`config.mk`:
```
export PLATFORM = sky130hd
export DESIGN_NAME = resolution_table_matcher_top
export DESIGN_NICKNAME = d
export VERILOG_FILES = /design/src/sv/rtm_pkg.sv /design/src/sv/rtm_regs.sv /design/src/sv/rtm_ctrl.sv /design/src/sv/rtm_datapath.sv /design/src/sv/resolution_table_matcher_top.sv
export SDC_FILE = /design/constraint.sdc
export NUM_CORES = 2
export LEC_CHECK = 0
export ABC_AREA = 1
export BUFFER_PORTS_ARGS = -buffer_cell sky130_fd_sc_hd__buf_2
export CORE_MARGIN = 2
export CORE_UTILIZATION = 60
export DETAILED_ROUTE_END_ITERATION = 6
export GPL_ROUTABILITY_DRIVEN = 0
export PLACE_DENSITY_LB_ADDON = 0.3
export SLEW_MARGIN = 10
export SYNTH_ARGS = -nofsm -noshare
export SYNTH_HDL_FRONTEND = slang
export SYNTH_SLANG_ARGS = --single-unit
```
`constraint.sdc`:
```
create_clock -name clk -period 8.1 [get_ports clk]
set_input_delay 2.025 -clock clk [delete_from_list [all_inputs] [get_ports clk]]
set_output_delay 2.025 -clock clk [all_outputs]
set_load 0.02 [all_outputs]
```
`src/sv/rtm_pkg.sv`:
```
`default_nettype none
// ----------------------------------------------------------------------------
// rtm_pkg
// Shared types, register indexes and constants of the resolution table matcher.
// ----------------------------------------------------------------------------
package rtm_pkg;

    localparam int MAX_ENTRIES_DEF = 4;
    localparam int DIM_BITS_DEF    = 16;

    // Port widths fixed by the item format
    localparam int FIELD_W     = 16;
    localparam int INDEX_OUT_W = 2;
    localparam int OUTCOME_W   = 2;

    // Configuration port
    localparam int CFG_DATA_W    = 32;
    localparam int CFG_INDEX_W   = 3;
    localparam int COUNT_W       = 3;
    localparam int PCT_W         = 7;
    localparam int NUM_SIZE_REGS = 4;
    localparam int WIDTH_SHIFT   = 16;

    localparam logic [CFG_INDEX_W-1:0] REG_ENTRY_COUNT    = 3'd0;
    localparam logic [CFG_INDEX_W-1:0] REG_SIZE_ENTRY_0   = 3'd1;
    localparam logic [CFG_INDEX_W-1:0] REG_MISMATCH_LIMIT = 3'd5;

    localparam logic [COUNT_W-1:0] COUNT_RESET = 3'd4;
    localparam logic [PCT_W-1:0]   PCT_RESET   = 7'd10;

    // 640x480, 720x480, 1280x720, 1920x1080
    localparam logic [CFG_DATA_W-1:0] SIZE_RESET [NUM_SIZE_REGS] = '{
        32'h0280_01E0, 32'h02D0_01E0, 32'h0500_02D0, 32'h0780_0438
    };

    // Ratios are in units of 1/8192
    localparam int RATIO_SHIFT = 13;
    localparam int PERCENT     = 100;
    localparam int RECIP_SHIFT = 27;
    localparam int RECIP       = (2 ** RECIP_SHIFT + PERCENT - 1) / PERCENT;
    localparam int RECIP_W     = 21;
    localparam int LIMIT_W     = 15;

    localparam logic [OUTCOME_W-1:0] OUTCOME_MATCHED  = 2'd0;
    localparam logic [OUTCOME_W-1:0] OUTCOME_CLAMPED  = 2'd1;
    localparam logic [OUTCOME_W-1:0] OUTCOME_NO_MATCH = 2'd2;

    typedef enum logic [3:0] {
        ST_IDLE,
        ST_SETUP,
        ST_FETCH,
        ST_PREP,
        ST_TEST,
        ST_DIVIDE,
        ST_UPDATE,
        ST_FINISH,
        ST_DONE
    } ctrl_state_t;

    typedef struct packed {
        logic capture;
        logic setup;
        logic fetch;
        logic prep;
        logic div_load;
        logic div_step;
        logic update;
        logic idx_inc;
        logic finish;
    } dp_cmd_t;

    typedef struct packed {
        logic skip;
        logic go;
        logic last;
        logic div_done;
    } dp_status_t;

    // Mismatch limit plus one: floor(8192 * pct / 100) + 1, by reciprocal multiply
    function automatic logic [LIMIT_W-1:0] ratio_limit(input logic [PCT_W-1:0] pct);
        logic [PCT_W+RECIP_W-1:0] prod;
        prod = (PCT_W + RECIP_W)'(pct) * (PCT_W + RECIP_W)'(RECIP);
        return LIMIT_W'(prod >> (RECIP_SHIFT - RATIO_SHIFT)) + LIMIT_W'(1);
    endfunction

endpackage
`default_nettype wire

```
`src/sv/rtm_regs.sv`:
```
`default_nettype none
// ----------------------------------------------------------------------------
// rtm_regs
// Configuration registers: entry count, size table and mismatch limit.
// ----------------------------------------------------------------------------
module rtm_regs #(
    parameter int MAX_ENTRIES = rtm_pkg::MAX_ENTRIES_DEF,
    parameter int DIM_BITS    = rtm_pkg::DIM_BITS_DEF
) (
    input  wire logic                                 clk,
    input  wire logic                                 rst_n,
    input  wire logic                                 wr_en,
    input  wire logic [rtm_pkg::CFG_INDEX_W-1:0]      wr_index,
    input  wire logic [rtm_pkg::CFG_DATA_W-1:0]       wr_data,
    output logic      [rtm_pkg::COUNT_W-1:0]          count,
    output logic      [MAX_ENTRIES-1:0][2*DIM_BITS-1:0] entries,
    output logic      [rtm_pkg::PCT_W-1:0]            pct
);

    logic [rtm_pkg::COUNT_W-1:0] count_reg;
    logic [rtm_pkg::PCT_W-1:0]   pct_reg;

    always_ff @(posedge clk or negedge rst_n)
    begin
        if (!rst_n)
        begin
            count_reg <= rtm_pkg::COUNT_RESET;
            pct_reg   <= rtm_pkg::PCT_RESET;
        end
        else if (wr_en)
        begin
            if (wr_index == rtm_pkg::REG_ENTRY_COUNT)
            begin
                count_reg <= wr_data[rtm_pkg::COUNT_W-1:0];
            end
            if (wr_index == rtm_pkg::REG_MISMATCH_LIMIT)
            begin
                pct_reg <= wr_data[rtm_pkg::PCT_W-1:0];
            end
        end
    end

    genvar k;
    generate
        for (k = 0; k < MAX_ENTRIES; k++)
        begin : g_entry
            if (k < rtm_pkg::NUM_SIZE_REGS)
            begin : g_reg
                logic [2*DIM_BITS-1:0] entry_reg;

                always_ff @(posedge clk or negedge rst_n)
                begin
                    if (!rst_n)
                    begin
                        entry_reg <= {
                            rtm_pkg::SIZE_RESET[k][rtm_pkg::WIDTH_SHIFT +: DIM_BITS],
                            rtm_pkg::SIZE_RESET[k][0 +: DIM_BITS]};
                    end
                    else if (wr_en && (wr_index ==
                             rtm_pkg::CFG_INDEX_W'(rtm_pkg::REG_SIZE_ENTRY_0 + k)))
                    begin
                        entry_reg <= {wr_data[rtm_pkg::WIDTH_SHIFT +: DIM_BITS],
                                      wr_data[0 +: DIM_BITS]};
                    end
                end

                assign entries[k] = entry_reg;
            end
            else
            begin : g_zero
                // no register reaches this entry
                assign entries[k] = '0;
            end
        end
    endgenerate

    assign count = count_reg;
    assign pct   = pct_reg;

endmodule
`default_nettype wire

```
`src/sv/rtm_ctrl.sv`:
```
`default_nettype none
// ----------------------------------------------------------------------------
// rtm_ctrl
// Sequencer: walks the table one entry at a time and drives the datapath.
// ----------------------------------------------------------------------------
module rtm_ctrl (
    input  wire logic                clk,
    input  wire logic                rst_n,
    input  wire logic                start,
    input  wire rtm_pkg::dp_status_t status,
    output rtm_pkg::dp_cmd_t         cmd,
    output logic                     busy,
    output logic                     done
);

    rtm_pkg::ctrl_state_t state_reg;
    rtm_pkg::ctrl_state_t state_next;

    always_ff @(posedge clk or negedge rst_n)
    begin
        if (!rst_n)
        begin
            state_reg <= rtm_pkg::ST_IDLE;
        end
        else
        begin
            state_reg <= state_next;
        end
    end

    always_comb
    begin
        state_next = state_reg;
        case (state_reg)
            rtm_pkg::ST_IDLE:
            begin
                if (start)
                begin
                    state_next = rtm_pkg::ST_SETUP;
                end
            end
            rtm_pkg::ST_SETUP:
            begin
                state_next = rtm_pkg::ST_FETCH;
            end
            rtm_pkg::ST_FETCH:
            begin
                state_next = status.skip ? rtm_pkg::ST_FINISH : rtm_pkg::ST_PREP;
            end
            rtm_pkg::ST_PREP:
            begin
                state_next = rtm_pkg::ST_TEST;
            end
            rtm_pkg::ST_TEST:
            begin
                if (status.go)
                begin
                    state_next = rtm_pkg::ST_DIVIDE;
                end
                else
                begin
                    state_next = status.last ? rtm_pkg::ST_FINISH : rtm_pkg::ST_FETCH;
                end
            end
            rtm_pkg::ST_DIVIDE:
            begin
                if (status.div_done)
                begin
                    state_next = rtm_pkg::ST_UPDATE;
                end
            end
            rtm_pkg::ST_UPDATE:
            begin
                state_next = status.last ? rtm_pkg::ST_FINISH : rtm_pkg::ST_FETCH;
            end
            rtm_pkg::ST_FINISH:
            begin
                state_next = rtm_pkg::ST_DONE;
            end
            rtm_pkg::ST_DONE:
            begin
                state_next = rtm_pkg::ST_IDLE;
            end
            default:
            begin
                state_next = rtm_pkg::ST_IDLE;
            end
        endcase
    end

    always_comb
    begin
        cmd  = '0;
        busy = (state_reg != rtm_pkg::ST_IDLE);
        done = (state_reg == rtm_pkg::ST_DONE);
        case (state_reg)
            rtm_pkg::ST_IDLE:
            begin
                cmd.capture = start;
            end
            rtm_pkg::ST_SETUP:
            begin
                cmd.setup = 1'b1;
            end
            rtm_pkg::ST_FETCH:
            begin
                cmd.fetch = !status.skip;
            end
            rtm_pkg::ST_PREP:
            begin
                cmd.prep = 1'b1;
            end
            rtm_pkg::ST_TEST:
            begin
                cmd.div_load = status.go;
                cmd.idx_inc  = !status.go && !status.last;
            end
            rtm_pkg::ST_DIVIDE:
            begin
                cmd.div_step = !status.div_done;
            end
            rtm_pkg::ST_UPDATE:
            begin
                cmd.update  = 1'b1;
                cmd.idx_inc = !status.last;
            end
            rtm_pkg::ST_FINISH:
            begin
                cmd.finish = 1'b1;
            end
            default:
            begin
                cmd = '0;
            end
        endcase
    end

endmodule
`default_nettype wire

```
`src/sv/rtm_datapath.sv`:
```
`default_nettype none
// ----------------------------------------------------------------------------
// rtm_datapath
// Request registers, products, mismatch test, bit-serial divider for the
// scale distance, best-entry tracking and result registers.
// ----------------------------------------------------------------------------
module rtm_datapath #(
    parameter int MAX_ENTRIES = rtm_pkg::MAX_ENTRIES_DEF,
    parameter int DIM_BITS    = rtm_pkg::DIM_BITS_DEF
) (
    input  wire logic                                   clk,
    input  wire logic                                   rst_n,
    input  wire rtm_pkg::dp_cmd_t                       cmd,
    output rtm_pkg::dp_status_t                         status,
    input  wire logic [rtm_pkg::FIELD_W-1:0]            req_width,
    input  wire logic [rtm_pkg::FIELD_W-1:0]            req_height,
    input  wire logic [rtm_pkg::COUNT_W-1:0]            count,
    input  wire logic [MAX_ENTRIES-1:0][2*DIM_BITS-1:0] entries,
    input  wire logic [rtm_pkg::PCT_W-1:0]              pct,
    output logic      [rtm_pkg::FIELD_W-1:0]            out_width,
    output logic      [rtm_pkg::FIELD_W-1:0]            out_height,
    output logic      [rtm_pkg::INDEX_OUT_W-1:0]        match_index,
    output logic      [rtm_pkg::OUTCOME_W-1:0]          outcome
);

    localparam int D      = DIM_BITS;
    localparam int P      = 2 * DIM_BITS;
    localparam int XW     = P + rtm_pkg::RATIO_SHIFT;
    localparam int NDD    = P + 1 + rtm_pkg::RATIO_SHIFT;
    localparam int BND_W  = P + rtm_pkg::LIMIT_W;
    localparam int IDX_W  = (MAX_ENTRIES > 1) ? $clog2(MAX_ENTRIES) : 1;
    localparam int CW     = ($clog2(MAX_ENTRIES + 1) > rtm_pkg::COUNT_W) ?
                            $clog2(MAX_ENTRIES + 1) : rtm_pkg::COUNT_W;
    localparam int DCNT_W = $clog2(NDD + 1);

    logic [D-1:0]                 w1_reg, h1_reg;
    logic [D-1:0]                 lw_reg, lh_reg;
    logic [P-1:0]                 r_reg;
    logic [rtm_pkg::LIMIT_W-1:0]  lim_reg;
    logic [P-1:0]                 a_reg, b_reg;
    logic                         cand_reg;
    logic [XW-1:0]                diffx_reg;
    logic [BND_W-1:0]             bound_reg;
    logic [P:0]                   sum_reg;
    logic [NDD-1:0]               dvd_reg;
    logic [P-1:0]                 rem_reg;
    logic [NDD-1:0]               best_dist_reg;
    logic [IDX_W-1:0]             best_reg;
    logic [IDX_W-1:0]             idx_reg;
    logic [DCNT_W-1:0]            dcnt_reg;
    logic                         found_reg;
    logic [rtm_pkg::FIELD_W-1:0]  out_width_reg, out_height_reg;
    logic [rtm_pkg::INDEX_OUT_W-1:0] match_index_reg;
    logic [rtm_pkg::OUTCOME_W-1:0]   outcome_reg;

    logic [CW-1:0]    cnt_ext;
    logic [IDX_W-1:0] last_idx;
    logic [IDX_W-1:0] rd_idx;
    logic [P-1:0]     rd_entry;
    logic [D-1:0]     e_w, e_h;
    logic             clamp;
    logic [P-1:0]     abs_diff;
    logic [P:0]       trial;
    logic             trial_ge;
    logic [P:0]       trial_sub;
    logic             better;
    logic [IDX_W+1:0] best_ext;

    // effective entry count: zero counts as one, saturate at table depth
    always_comb
    begin
        cnt_ext = CW'(count);
        if (count == '0)
        begin
            last_idx = '0;
        end
        else if (cnt_ext > CW'(MAX_ENTRIES))
        begin
            last_idx = IDX_W'(MAX_ENTRIES - 1);
        end
        else
        begin
            last_idx = IDX_W'(cnt_ext - CW'(1));
        end
    end

    assign rd_idx   = cmd.setup ? last_idx : idx_reg;
    assign rd_entry = entries[rd_idx];
    assign e_w      = rd_entry[P-1:D];
    assign e_h      = rd_entry[D-1:0];

    assign clamp    = (w1_reg > lw_reg) || (h1_reg > lh_reg);
    assign abs_diff = (a_reg >= b_reg) ? (a_reg - b_reg) : (b_reg - a_reg);

    // one restoring division step per cycle
    assign trial     = {rem_reg, dvd_reg[NDD-1]};
    assign trial_ge  = (trial >= {1'b0, r_reg});
    assign trial_sub = trial - {1'b0, r_reg};

    assign better = !found_reg || (dvd_reg < best_dist_reg);

    always_comb
    begin
        status.skip     = clamp || (w1_reg == '0) || (h1_reg == '0);
        // drop the entry when diff*8192 / (w1*h0) exceeds the limit
        status.go       = cand_reg && (BND_W'(diffx_reg) < bound_reg);
        status.last     = (idx_reg == last_idx);
        status.div_done = (dcnt_reg == '0);
    end

    always_ff @(posedge clk or negedge rst_n)
    begin
        if (!rst_n)
        begin
            idx_reg   <= '0;
            found_reg <= 1'b0;
            dcnt_reg  <= '0;
        end
        else
        begin
            if (cmd.capture)
            begin
                idx_reg   <= '0;
                found_reg <= 1'b0;
            end
            if (cmd.idx_inc)
            begin
                idx_reg <= idx_reg + IDX_W'(1);
            end
            if (cmd.update && better)
            begin
                found_reg <= 1'b1;
            end
            if (cmd.div_load)
            begin
                dcnt_reg <= DCNT_W'(NDD);
            end
            else if (cmd.div_step)
            begin
                dcnt_reg <= dcnt_reg - DCNT_W'(1);
            end
        end
    end

    always_ff @(posedge clk)
    begin
        if (cmd.capture)
        begin
            w1_reg <= req_width[D-1:0];
            h1_reg <= req_height[D-1:0];
        end
        if (cmd.setup)
        begin
            lw_reg  <= e_w;
            lh_reg  <= e_h;
            r_reg   <= P'(w1_reg) * P'(h1_reg);
            lim_reg <= rtm_pkg::ratio_limit(pct);
        end
        if (cmd.fetch)
        begin
            a_reg    <= P'(e_w) * P'(h1_reg);
            b_reg    <= P'(w1_reg) * P'(e_h);
            cand_reg <= (e_w >= w1_reg) && (e_h >= h1_reg);
        end
        if (cmd.prep)
        begin
            diffx_reg <= {abs_diff, {rtm_pkg::RATIO_SHIFT{1'b0}}};
            bound_reg <= BND_W'(lim_reg) * BND_W'(b_reg);
            sum_reg   <= {1'b0, a_reg} + {1'b0, b_reg};
        end
        if (cmd.div_load)
        begin
            dvd_reg <= {sum_reg, {rtm_pkg::RATIO_SHIFT{1'b0}}};
            rem_reg <= '0;
        end
        else if (cmd.div_step)
        begin
            rem_reg <= trial_ge ? trial_sub[P-1:0] : trial[P-1:0];
            dvd_reg <= {dvd_reg[NDD-2:0], trial_ge};
        end
        // dvd_reg holds the quotient once the divider is done
        if (cmd.update && better)
        begin
            best_dist_reg <= dvd_reg;
            best_reg      <= idx_reg;
        end
        if (cmd.finish)
        begin
            if (clamp)
            begin
                out_width_reg   <= rtm_pkg::FIELD_W'(lw_reg);
                out_height_reg  <= rtm_pkg::FIELD_W'(lh_reg);
                match_index_reg <= '0;
                outcome_reg     <= rtm_pkg::OUTCOME_CLAMPED;
            end
            else if (found_reg)
            begin
                out_width_reg   <= rtm_pkg::FIELD_W'(w1_reg);
                out_height_reg  <= rtm_pkg::FIELD_W'(h1_reg);
                match_index_reg <= best_ext[rtm_pkg::INDEX_OUT_W-1:0];
                outcome_reg     <= rtm_pkg::OUTCOME_MATCHED;
            end
            else
            begin
                out_width_reg   <= rtm_pkg::FIELD_W'(lw_reg);
                out_height_reg  <= rtm_pkg::FIELD_W'(lh_reg);
                match_index_reg <= '0;
                outcome_reg     <= rtm_pkg::OUTCOME_NO_MATCH;
            end
        end
    end

    assign best_ext    = {2'b00, best_reg};
    assign out_width   = out_width_reg;
    assign out_height  = out_height_reg;
    assign match_index = match_index_reg;
    assign outcome     = outcome_reg;

endmodule
`default_nettype wire

```
`src/sv/resolution_table_matcher_top.sv`:
```
`default_nettype none
// ----------------------------------------------------------------------------
// resolution_table_matcher_top
// Matches a requested frame size against a table of supported sizes.
// ----------------------------------------------------------------------------
// A request is taken on a cycle with start high and busy low; busy then stays
// high until the result has been shown. The result sits on out_width,
// out_height, match_index and outcome for the single cycle in which done is
// high; it cannot be held off, so capture it on that cycle. A clamped or
// zero request goes from setup and fetch straight to finish and done. Otherwise the
// table is scanned one entry at a time: an entry that fails the size or aspect
// test passes through fetch, prep and test; one that passes also goes through
// divide, where the bit-serial divider forms its scale distance, and update.
// Write the table only while busy is low.
// ----------------------------------------------------------------------------
module resolution_table_matcher_top #(
    parameter int MAX_ENTRIES = rtm_pkg::MAX_ENTRIES_DEF,
    parameter int DIM_BITS    = rtm_pkg::DIM_BITS_DEF
) (
    input  wire logic                              clk,
    input  wire logic                              rst_n,
    input  wire logic                              start,
    output logic                                   busy,
    input  wire logic [rtm_pkg::FIELD_W-1:0]       req_width,
    input  wire logic [rtm_pkg::FIELD_W-1:0]       req_height,
    output logic                                   done,
    output logic      [rtm_pkg::FIELD_W-1:0]       out_width,
    output logic      [rtm_pkg::FIELD_W-1:0]       out_height,
    output logic      [rtm_pkg::INDEX_OUT_W-1:0]   match_index,
    output logic      [rtm_pkg::OUTCOME_W-1:0]     outcome,
    input  wire logic                              wr_en,
    input  wire logic [rtm_pkg::CFG_INDEX_W-1:0]   wr_index,
    input  wire logic [rtm_pkg::CFG_DATA_W-1:0]    wr_data
);

    logic [rtm_pkg::COUNT_W-1:0]          count;
    logic [MAX_ENTRIES-1:0][2*DIM_BITS-1:0] entries;
    logic [rtm_pkg::PCT_W-1:0]            pct;
    rtm_pkg::dp_cmd_t                     cmd;
    rtm_pkg::dp_status_t                  status;

    rtm_regs #(
        .MAX_ENTRIES (MAX_ENTRIES),
        .DIM_BITS    (DIM_BITS)
    ) u_regs (
        .clk      (clk),
        .rst_n    (rst_n),
        .wr_en    (wr_en),
        .wr_index (wr_index),
        .wr_data  (wr_data),
        .count    (count),
        .entries  (entries),
        .pct      (pct)
    );

    rtm_ctrl u_ctrl (
        .clk    (clk),
        .rst_n  (rst_n),
        .start  (start),
        .status (status),
        .cmd    (cmd),
        .busy   (busy),
        .done   (done)
    );

    rtm_datapath #(
        .MAX_ENTRIES (MAX_ENTRIES),
        .DIM_BITS    (DIM_BITS)
    ) u_datapath (
        .clk         (clk),
        .rst_n       (rst_n),
        .cmd         (cmd),
        .status      (status),
        .req_width   (req_width),
        .req_height  (req_height),
        .count       (count),
        .entries     (entries),
        .pct         (pct),
        .out_width   (out_width),
        .out_height  (out_height),
        .match_index (match_index),
        .outcome     (outcome)
    );

`ifndef SYNTHESIS
    // an accepted request keeps the block busy on the next cycle
    assert property (@(posedge clk) disable iff (!rst_n)
        (start && !busy) |=> busy)
        else $error("request accepted but block not busy");

    // a result only appears while a request is in flight
    assert property (@(posedge clk) disable iff (!rst_n)
        done |-> busy)
        else $error("result strobe while idle");

    // one strobe per request: the cycle after done is idle
    assert property (@(posedge clk) disable iff (!rst_n)
        done |=> !busy && !done)
        else $error("result strobe not followed by idle");

    // only a match reports an index
    assert property (@(posedge clk) disable iff (!rst_n)
        (done && (outcome != rtm_pkg::OUTCOME_MATCHED)) |-> (match_index == '0))
        else $error("index reported without a match");
`endif

endmodule
`default_nettype wire

```
==> flow_metrics.tcl <==
set metrics [dict create \
    min_from "u_datapath.rem_reg[24]$_SDFFE_PP0P_" \
    hold_viol 0 \
    dieArea_sq_um 133000 \
    maxCapViolCount 0 \
    dr.pass1.iters 7 \
    synth-adder-area-share_pct 37.7 \
    grt_setup_unrepaired "no" \
    async_reset_ff_share_pct 25.2 \
    drive_gt1_share_pct 7.82 \
    crit_type "reg -> reg" \
    cts_hold_buf 0 \
    cts_made_buffers 73 \
    cts_max_level 3 \
    dpl_cell_area_sq_um 80600 \
    synth_simple_gate_area_share_pct 18.5 \
    clock_latency_ps 690 \
    holdCritPathClass "reg -> reg" \
    netlist_area_sq_um 78000 \
    fillerInstances 10700 \
    port_buffers 108 \
    syn_to_final_growth_pct 6.37 \
    skew_ps 31.1 \
    syn_nets 11400 \
    largest_reg_flops 128 \
    instances_no_fill 11300 \
    max_freq_mhz 129 \
    synthMuxAreaShare_pct 0 \
    synth-xor-area-share_pct 2.60 \
    cp_max_fo 33 \
    finalSetupViolCount 0 \
    timing.final.ws_setup_ps 375 \
    postSynthCellCount 9565 \
    vias 64400 \
    pin_count 109 \
    dp_slack_ps 496 \
    cts_buffer_depth 3 \
    critical_path.slowest_cell "fa_1" \
    cp_slowest_stage_delay_ps 550 \
    dpl.hpwl_um 176000 \
    core_sq_um 129000 \
    synth-compound-area-share_pct 7.03 \
    worstPathArrival_ps 8160 \
    r2r-start "u_ctrl.state_reg[2]$_DFFE_PN0P_" \
    grt_pass1_wl_um 351000 \
    wl_per_cell_um 19.5 \
    root_buffer "clkbuf_16" \
    drc 3 \
    fin_crit_ps 7730 \
    post-route-period-util_pct 95.4 \
    cts_tree "yes" \
    clk_pin_slew_ps 60 \
    required_ps 8540 \
    vias_per_cell 5.69 \
    antenna_found_initial 7 \
    synth_top_area_share_pct 25.6 \
    initial_core_util_pct 60.3 \
    grt_pass1_vias 64800 \
    yosys_warnings 0 \
    worstMarginPinSlew_ps 1280 \
    num_rows 132 \
    violations "DRC" \
    drtAntennaViolNets 0 \
    synth_area_leaders "fa_1 26%, edfxtp_1 16%, ha_1 12%" \
    place_inst 11200 \
    nets 11300 \
    end_kind "register" \
    synth-main-ff-cell "edfxtp_1" \
    drtIter0Drc 6891 \
    seq_area_frac_synth_pct 21.6 \
    maxSlewViolCount 0 \
    status "finished with violations" \
    final_area_sq_um 83000 \
    die-height_um 365 \
    drt-total-wl_um 221000 \
    cp-start-kind "register" \
    maxSlewHeadroom_pct 14.7 \
    post-cts-setup-buffers 0 \
    synth_top_family_by_area "adder cells" \
    ys_seq_elements 600 \
    setup.worst_path.start "u_ctrl.state_reg[2]$_DFFE_PN0P_" \
    ys_types 56 \
    hold_ws_ps 470 \
    gr-usage-all-layers_pct 33.9 \
    die_x_um 365 \
    cts_resized 0 \
    synth_enable_flop_cells 404 \
    grt_start_max_net_pins 87 \
    cts_sinks 600 \
    yosys.area.top_type "fa_1" \
    overflow 0 \
    avgSynthCellArea_sq_um 8.16 \
]
==> area by class of cell <==
cell class	count	area (sq um)	area share (%)
Timing Repair Buffer	214	1360	1.63
Clock buffer	96	2010	2.42
Sequential cell	600	16800	20.3
Antenna cell	3	7.51	0.00904
Clock inverter	39	384	0.463
Multi-Input combinational cell	6454	52000	62.7
Inverter	2169	8180	9.85
Tap cell	1742	2180	2.63
==> cell usage after synthesis (8+ instances only) <==
cell type	count
nand2_1	2232
inv_1	2124
fa_1	998
ha_1	757
nor2_1	625
edfxtp_1	404
o21ai_0	397
a21oi_1	387
nand3_1	239
clkbuf_1	212
xor2_1	166
nand2_2	143
dfrtp_1	120
xnor2_1	66
nand4_1	62
buf_2	46
dfxtp_1	45
o21bai_1	44
nor3_1	43
buf_1	41
a31oi_1	38
nand3_2	32
dfstp_2	31
a21o_1	29
o211ai_1	29
o21a_1	29
buf_6	25
inv_2	23
nor2_2	22
or2_2	21
nor4_1	20
a21boi_0	19
nand2_4	13
clkinv_1	12
buf_4	11
nand3b_1	11
inv_4	8
==> path summary, 6_finish.rpt <==
path / to / slack [ps] / cells past startpoint
hold reg to reg: u_datapath.rem_reg[24]$_SDFFE_PP0P_ / 470 / 2
setup / recovery: u_datapath.a_reg[25]$_DFFE_PP_ / 370 / 31
hold / removal: u_datapath.rem_reg[24]$_SDFFE_PP0P_ / 470 / 2
max in group asynchronous: u_regs.g_entry[0].g_reg.entry_reg[12]$_DFFE_PN0P_ / 5190 / 2
min in group asynchronous: u_datapath.found_reg$_DFFE_PN0P_ / 1430 / 1
setup reg to reg: u_datapath.a_reg[25]$_DFFE_PP_ / 370 / 31
==> worst max-delay path: cells and delay by family, from the launching register on <==
kind	cells	cell delay [ps]
buf+inv	9	1370
xor+xnor	1	140
fa+ha+maj	7	3110
simple gates	8	1520
compound gates	6	910
flops	1	400
==> kinds of logic after synthesis <==
| family | Yosys count |
|---|---|
| AO/OA/AOI/OAI | 996 |
| XOR/XNOR | 232 |
| adder cells (fa/ha/maj) | 1755 |
| buffers and inverters | 2511 |
| flip-flops | 600 |
| AND/OR/NAND/NOR | 3471 |
==> metrics by stage <==
stage               setup TNS [ps]  utilization [%]
CTS                              0             64.2
global route                     0             64.2
floorplan                    -1970                -
finish                           0             64.2
global placement                 0             62.3
detailed placement               0             62.3
==> layer usage <==
layer / routed length [um] / vias to the layer above / GRT usage, %
li1: - / 29000 / -
met1: 85100 / 31000 / 44.3
met2: 96700 / 3595 / 52.9
met3: 24600 / 844 / 8.00
met4: 14300 / 8 / 17.0
met5: 58 / - / 0
==> cell usage in the layout (no fill, tap or decap), types with 31 or more instances in the layout <==
master	count
nand2_1	2202
inv_1	2110
fa_1	988
ha_1	737
nor2_1	611
edfxtp_1	404
o21ai_0	381
a21oi_1	366
nand3_1	233
xor2_1	166
nand2_2	160
dfrtp_1	120
buf_2	107
buf_4	105
clkbuf_16	75
xnor2_1	66
nand4_1	62
dfxtp_1	45
o21bai_1	44
nor3_1	42
a31oi_1	38
nand3_2	38
inv_2	34
nor2_2	32
dfstp_2	31
Power is left out: the tool's default activity adds up to more than one toggle a clock period on the data nets, which glitch-free logic cannot reach.
